### src/design/rabt_mul.sv
module rabt_mul #(
    parameter int unsigned ACC_BITS  = 101,
    parameter int unsigned MPY_BITS  = 35,
    parameter int unsigned STEP_BITS = 6
) (
    input  logic                 clk,
    input  logic                 rst_n,
    input  logic                 load,
    input  logic [ACC_BITS-1:0]  mcand,
    input  logic [MPY_BITS-1:0]  mplier,
    input  logic [STEP_BITS-1:0] nbits,
    output logic [ACC_BITS-1:0]  product,
    output logic                 done
);

    logic [ACC_BITS-1:0]  acc_reg,    acc_next;
    logic [ACC_BITS-1:0]  mcand_reg,  mcand_next;
    logic [MPY_BITS-1:0]  mplier_reg, mplier_next;
    logic [STEP_BITS-1:0] cnt_reg,    cnt_next;

    // Shift-add step: one multiplier bit per cycle
    always_comb
    begin
        acc_next    = acc_reg;
        mcand_next  = mcand_reg;
        mplier_next = mplier_reg;
        cnt_next    = cnt_reg;
        if (load)
        begin
            acc_next    = '0;
            mcand_next  = mcand;
            mplier_next = mplier;
            cnt_next    = nbits;
        end
        else if (cnt_reg != '0)
        begin
            if (mplier_reg[0])
            begin
                acc_next = acc_reg + mcand_reg;
            end
            mcand_next  = {mcand_reg[ACC_BITS-2:0], 1'b0};
            mplier_next = {1'b0, mplier_reg[MPY_BITS-1:1]};
            cnt_next    = cnt_reg - STEP_BITS'(1);
        end
    end

    // Hold the step count under reset
    always_ff @(posedge clk or negedge rst_n)
    begin
        if (!rst_n)
        begin
            cnt_reg <= '0;
        end
        else
        begin
            cnt_reg <= cnt_next;
        end
    end

    // Advance the datapath
    always_ff @(posedge clk)
    begin
        acc_reg    <= acc_next;
        mcand_reg  <= mcand_next;
        mplier_reg <= mplier_next;
    end

    assign product = acc_reg;
    assign done    = (cnt_reg == '0);

endmodule

### config.mk
export PLATFORM = sky130hd
export DESIGN_NAME = rabt_mul
export DESIGN_NICKNAME = d
export VERILOG_FILES = /design/src/design/rabt_mul.sv
export SDC_FILE = /design/constraint.sdc
export NUM_CORES = 1
export LEC_CHECK = 0
export ABC_AREA = 1
export ABC_CLOCK_PERIOD_IN_PS = 5100
export BUFFER_PORTS_ARGS = -buffer_cell sky130_fd_sc_hd__buf_2
export CORE_AREA = 2 2 195 197
export CTS_CLUSTER_DIAMETER = 150
export DETAILED_ROUTE_END_ITERATION = 8
export DIE_AREA = 0 0 197 199
export PLACE_DENSITY_LB_ADDON = 0.2
export SLEW_MARGIN = 20
export SYNTH_ARGS = -nofsm -noshare
export SYNTH_HDL_FRONTEND = slang
export SYNTH_SLANG_ARGS = --single-unit
export TNS_END_PERCENT = 1
### constraint.sdc
create_clock -name clk -period 5.1 [get_ports clk]
set_input_delay 1.02 -clock clk [delete_from_list [all_inputs] [get_ports clk]]
set_output_delay 1.02 -clock clk [all_outputs]
set_load 0.01 [all_outputs]
# Yosys cells after proc, flatten, opt, wreduce, memory -nomap -nowiden
# Cells that the tools add are included.
[word_totals]
ff_bits = 243
latchBits = 0
ramBits = 0
romBits = 0
inputBits = 145
n_memories = 0
[op_classes]
n_addsub = 2
mul = 0
div_mod_pow = 0
n_lt_le_gt_ge = 0
n_eq_ne = 0
n_shift = 0
muxes = 6
bitwise_logic = 0
reduce_logical = 4
[op_table]
columns = ["cell", "count"]
rows = [
  ["101-bit two-way mux", 2],
  ["101-bit adder", 1],
  ["35-bit two-way mux", 2],
  ["6-bit two-way mux", 2],
  ["6-bit logical NOT", 1],
  ["6-bit nonzero test", 1],
  ["6-bit by 1-bit subtractor with 6-bit output, second input constant", 1],
  ["2-bit AND reduction", 1],
  ["2-bit nonzero test", 1],
]

# Logic depth before layout (Yosys ltp)
# Gate-level depths: netlist of the first run.
[depth]
word_depth = 3
depth_mapped = 17

# Least setup slack after synthesis of the first run
# OpenSTA, ideal clock, no wires.
[synth_timing]
path_kind = "input-to-reg"
start = "input load"
end = "register cnt_reg[1]"
t_arrival_ns = 4.630
path_slack_ns = 0.328
stages = 6
n_path_buf = 2
cell_sequence = "clkbuf_1 -> clkbuf_1 -> nor2_1 -> inv_1 -> o211ai_1 -> o21ai_0"
[synth_via]
elab_chain_len = 1
word_cells_on_any_way = 2
[synth_rtl]
columns = ["item", "line", "text"]
rows = [
  ["start, declared", "8", "input logic load,"],
  ["6-bit two-way mux / 2-bit nonzero test (equally long branches)", "n/a", ""],
  ["end signal, assigned", "56", "cnt_reg <= cnt_next;"],
  ["end, declared", "19", "logic [STEP_BITS-1:0] cnt_reg, cnt_next;"],
]
# Several ways; a longest one is shown, not always the timed one.
# A chain may end at the register's enable or synchronous reset.

# Final worst setup path of the first run
[layout_timing]
start = "register cnt_reg[0]"
end = "register acc_reg[28], in the netlist product[28]"
[layout_via]
elab_chain_len = 2
[layout_rtl]
columns = ["item", "line", "text"]
rows = [
  ["6-bit nonzero test", "35", "else if (cnt_reg != '0)"],
  ["2-bit AND reduction (no line)", "n/a", ""],
  ["end signal, assigned", "63", "acc_reg <= acc_next;"],
  ["end, declared", "16", "logic [ACC_BITS-1:0] acc_reg, acc_next;"],
]
# Every way passes these cells.

==> impl_metrics.toml, run 1 <==
[run_status]
status = "finished, final reports clean"

[global_routing]
grt_first_pass_wirelength_um = 114000
grt_max_degree = 104
grt_pass1_vias = 20600
grt-ovfl-total = 0
antenna_found_initial = 0
grt_usage = 0.381

[place]
io_buffer_count = 246
place_congestion = 1.04
hpwlAfterDp_um = 61100

[detailed_routing]
drt-total-wl_um = 75700
firstDrtPassIters = 7
postRouteAntennaNets = 0
vias = 22000
initialDrtViolationCount = 2254
post_drt_wl_per_cell_um = 18.5
drc = 0
viasPerCell = 5.37

[synthesis]
synth_cell_types = 42
ys_seq_area_frac = 0.310
mappedNetlistArea_sq_um = 20200
synth_top_area_frac = 0.260
yosys_register_bits = 243
synthTopCellsByArea = "nand2_1 (26%), edfxtp_1 (20%), inv_1 (12%), dfxtp_1 (10%), nor2_1 (7.0%)"
ys_warn_count = 0
syn_inst = 3375
syn-num-nets = 3623
yosysTopAreaCell = "nand2_1"
synth_area_per_cell_sq_um = 5.98

[critical_path]
worst-endpoint-required_ns = 5.62
cp_slowest_stage_delay_ns = 0.98
start_kind = "flop"
regToRegEndpoint = "product[28]"
path_class = "flop to flop"
cp_cell_sequence = "inv_1, ha_1, and3_1, inv_2, nand2_2, inv_4, buf_12, nor2_1, nor2_1, o21ai_0, inv_1"
crit_slowest_cell = "inv_4"
cp-end-kind = "flop"
arrival_ns = 3.84
crit_family = "buffers and inverters"
crit_cells = 11
cp_num_buf_inv = 5
worst_r2r_path_depth = 11
crit_fanout = 82
r2r_slack_ns = 1.79
regToRegStartpoint = "cnt_reg[0]"

[clock_tree]
cts_tree = "yes"
cts.clk_slew.worst_paths_ns = 0.06
cts_buffer_depth = 3
cts_sinks = 243
cts_root_buf = "clkbuf_16"
ctsResizeCount = 0
cts-buffers-inserted = 29
cts_setup_buffers = 0
clock_latency_ns = 0.60
cts_max_level = 1
hold_buffers = 0

[power]
peakVddDrop_mv = 0.309
power_leakage_uw = 0.0136
switching_share = 0.413
clock_power_share = 0.283
p_switching_uw = 3330
report.power.total_uw = 8060
intPower_uw = 4730
p_seq_frac = 0.322
pwr-share-comb = 0.395
powerDensity_nw_per_um2 = 351

[sta]
fin_crit_sh = 0.650
worst_slew_pin_slew_ns = 1.02
finalHoldViolCount = 0
skew_ns = 0.0241
period_minus_slack_ns = 3.31
final_max_slew_viol_count = 0
setup_tns_ns = 0
setup_viol = 0
fmax_mhz = 302
rsz0062_at_grt = "false"
timing.hold.ws_ns = 0.241
maxSlewHeadroom = 0.320

[cells_and_area]
postLayoutCoreUtil = 0.618
multiInputGateArea_sq_um = 11300
layout_common_cells = "nand2_1 (1400), inv_1 (620), nor2_1 (374)"
fillCellCount = 3507
antenna_cells = 0
regArea_sq_um = 6260
layout.nets = 3847
syn_to_final_growth_pct = 13.5
drive_above_1_share = 0.113
final_common_cell = "nand2_1"

[floorplanning]
pin_count = 247
core_region_area_sq_um = 37100
die_x_um = 197
num_rows = 71
dieArea_sq_um = 39200
die_h_um = 199
start_util = 0.544

[flow_run]
drv_cap = 0

[min_path]
hold_class = "primary input to async pin"
per-stage QoR:
step / instances / cell area (sq um) / worst slack, ns
6_report: 4096 / 22900 / 1.79
5_1_grt: 4096 / 22900 / 1.55
2_1_floorplan: 3375 / 20200 / 0.328
4_1_cts: 4095 / 22900 / 1.80
3_3_place_gp: 4041 / 21900 / 2.08
3_5_place_dp: 4041 / 21900 / 1.90
how the worst max path moves through the flow:
stage / start / endpoint / slack, ns
4_1_cts: cnt_reg[0] / product[28] / 1.80
5_1_grt: cnt_reg[1] / product[28] / 1.55
3_5_place_dp: cnt_reg[0] / product[11] / 1.90
3_3_place_gp: cnt_reg[0] / product[18] / 2.08
2_1_floorplan: load / cnt_reg[1] / 0.33
6_report: cnt_reg[0] / product[28] / 1.79
metal layers:
layer | vias up | global-route usage | routed length, um | share of wire
met3 | 152 | 0.0610 | 7540 | 0.10
met2 | 1146 | 0.601 | 32500 | 0.43
met1 | 10000 | 0.526 | 32500 | 0.43
met4 | 0 | 0.140 | 3180 | 0.042
met5 | - | 0 | 0 | 0
li1 | 10700 | - | - | -
synth_stat cells, drive strengths merged:
library cell  count
and3              3
dfxtp           101
xor2             42
fa                1
xnor2            15
nand3b            4
o21bai           20
edfxtp          136
nor3             19
a21boi            6
ha              102
nor4              8
o211ai            3
dfrtp             6
clkbuf           43
and2              4
a31o              1
a21oi           107
a31oi             4
nor2            420
buf              20
nand3           133
o21a              1
nand2          1426
nand4            23
o21ai            83
inv             642
clkinv            1
a211oi            1
power groups by stage:
stage                     clock network, uW  logic, uW  registers [uW]
after global routing                   2350       3480            2620
after CTS                              2290       3090            2590
after floorplan                           0       1990            2610
after detailed placement                  0       3060            2620
after global placement                    0       2990            2610
final                                  2280       3180            2600
cell type report:
class                      instances  share of cell area
clock inverter                    13             0.00900
inverter                         643               0.106
multi-input combinational       2426               0.492
timing repair buffer             256              0.0592
tap                              474              0.0259
sequential                       243               0.273
clock buffer                      41              0.0358
cell families (layout without fill, tap and decap cells):
group	count (synthesis)	in the layout	share of synthesized area
AOI/OAI and AO/OA	226	226	0.0607
and+or+nand+nor	2040	2040	0.409
DFF	243	243	0.310
xor gates and xnor gates	57	57	0.0247
buffers and inverters	706	953	0.132
adders and majority gates	103	103	0.0642
No activity file was read; power rests on OpenSTA's default activity.
==> inputs of run 2 (changes only) <==
Settings changed: ABC_CLOCK_PERIOD_IN_PS 5100 to 3280.
Clock period 5.1 ns to 3.28 ns, I/O delays scaled along.
==> impl_metrics.toml, run 2 (synthesis results as in run 1) <==
[global_routing]
grt_pass1_vias = 20800
antenna_found_initial = 2
grt.busiest_layer = "met2"
grt_usage = 0.400
met1_usage = 0.554
grt_first_pass_wirelength_um = 119000
use_met2 = 0.627
grt_use_met3 = 0.0673
grt-ovfl-total = 0
grt_max_degree = 125

[detailed_routing]
vias = 22100
drt-total-wl_um = 79600
post_drt_wl_per_cell_um = 19.3
initialDrtViolationCount = 2332
viasPerCell = 5.37
firstDrtPassIters = 6
postRouteAntennaNets = 0
drc = 0

[place]
place_area_sq_um = 22100
hpwlAfterDp_um = 63900
dp_cells = 4063
place_congestion = 1.07
post-place-ws_ns = 0.212
io_buffer_count = 246

[sta]
fin_crit_sh = 0.957
worst_slew_pin_slew_ns = 0.824
finalHoldViolCount = 0
final_max_slew_viol_count = 0
maxSlewHeadroom = 0.451
setup_viol = 0
skew_ns = 0.0147
fmax_mhz = 319
rsz0062_at_grt = "false"
finalWorstSetupSlack_ns = 0.142
period_minus_slack_ns = 3.14

[floorplanning]
start_util = 0.544
num_rows = 71
pin_count = 247
die_x_um = 197
dieArea_sq_um = 39200
die_h_um = 199
core_region_area_sq_um = 37100

[clock_tree]
clock_latency_ns = 0.60
cts_sinks = 243
cts_setup_buffers = 0
cts_root_buf = "clkbuf_16"
cts.clk_slew.worst_paths_ns = 0.06
cts_buffer_depth = 3
cts_tree = "yes"
cts_max_level = 1
cts-buffers-inserted = 29

[cells_and_area]
drive_above_1_share = 0.121
final_common_cell = "nand2_1"
design_area_sq_um = 23100
layout_common_cells = "nand2_1 (1400), inv_1 (620), nor2_1 (373)"
layout.nets = 3869
syn_to_final_growth_pct = 14.4
instances_no_fill = 4118

[flow_run]
drv_cap = 0

[min_path]
hold_path_end = "cnt_reg[4]"
hold_class = "primary input to flop"
hold_depth = 3
hp-start = "nbits[4]"

[power]
power_leakage_uw = 0.0137
peakVddDrop_mv = 0.537
powerDensity_nw_per_um2 = 546
report.power.total_uw = 12600

[critical_path]
start_kind = "flop"
crit_fanout = 5
r2r_slack_ns = 0.14
cp-end-kind = "flop"
regToRegEndpoint = "product[96]"
worst_r2r_path_depth = 12
path_class = "flop to flop"
worst-endpoint-required_ns = 3.78
arrival_ns = 3.63
regToRegStartpoint = "product[86]"

[run_status]
status = "finished, final reports clean"
## run 2: cell type report
| class | count | area, sq um |
|---|---|---|
| Timing Repair Buffer | 278 | 1560 |
| Clock inverter | 19 | 230 |
| Clock buffer | 34 | 764 |
| Antenna cell | 1 | 2.50 |
| Sequential cell | 243 | 6260 |
| Fill cell | 3450 | 14000 |
| Inverter | 643 | 2420 |
| Multi-Input combinational cell | 2426 | 11300 |
| Tap cell | 474 | 593 |
## run 2: critical path, stage by stage, from the launching register on
cell     delay, ns
dfxtp_1       0.59
ha_1          0.45
nand2_1       0.20
nor2_1        0.25
nand2_1       0.27
nor2_1        0.40
nand2_1       0.15
nor2_1        0.13
nand2_1       0.10
nand4_1       0.11
nand3_1       0.21
nand2_1       0.13
inv_1         0.04
## run 2: how the worst max path moves through the flow
stage | from | to | slack [ns] | depth (start not counted)
after floorplan | load | mcand_reg[0] | -0.18 | 4
final | product[86] | product[96] | 0.14 | 12
after detailed placement | product[86] | product[96] | 0.21 | 12
after CTS | product[86] | product[96] | 0.21 | 12
after global placement | product[86] | product[96] | 0.22 | 12
after global routing | product[86] | product[96] | 0.1 | 12
## run 2: through the flow
| step | utilization | hold slack (ns) | setup TNS [ns] |
|---|---|---|---|
| 5_1_grt | 0.622 | 0.307 | 0 |
| 4_1_cts | 0.622 | 0.273 | 0 |
| 2_1_floorplan | - | 0.360 | -24.25 |
| 3_5_place_dp | 0.595 | 0.485 | 0 |
| 3_3_place_gp | 0.595 | 0.480 | 0 |
| 6_report | 0.622 | 0.280 | 0 |
## run 2: what timing repair did
| action | 4_1_cts | 5_1_grt |
|---|---|---|
| endpoints found under the hold margin | 6 | 0 |
| gates resized for setup | 0 | 0 |
| hold buffers | 1 | 0 |
## run 2: power breakdown
group | switching [uW] | leakage (uW) | internal [uW]
clock network | 1450 | 0.000487 | 2000
registers | 370 | 0.00240 | 3670
logic | 3500 | 0.0109 | 1610
## run 2: layer usage
| metal | vias up | part of all wire | wire length [um] |
|---|---|---|---|
| met2 | 1174 | 0.43 | 34200 |
| li1 | 10700 | - | - |
| met1 | 10000 | 0.43 | 33900 |
| met5 | - | 0.00014 | 11 |
| met4 | 2 | 0.043 | 3380 |
| met3 | 167 | 0.10 | 8110 |
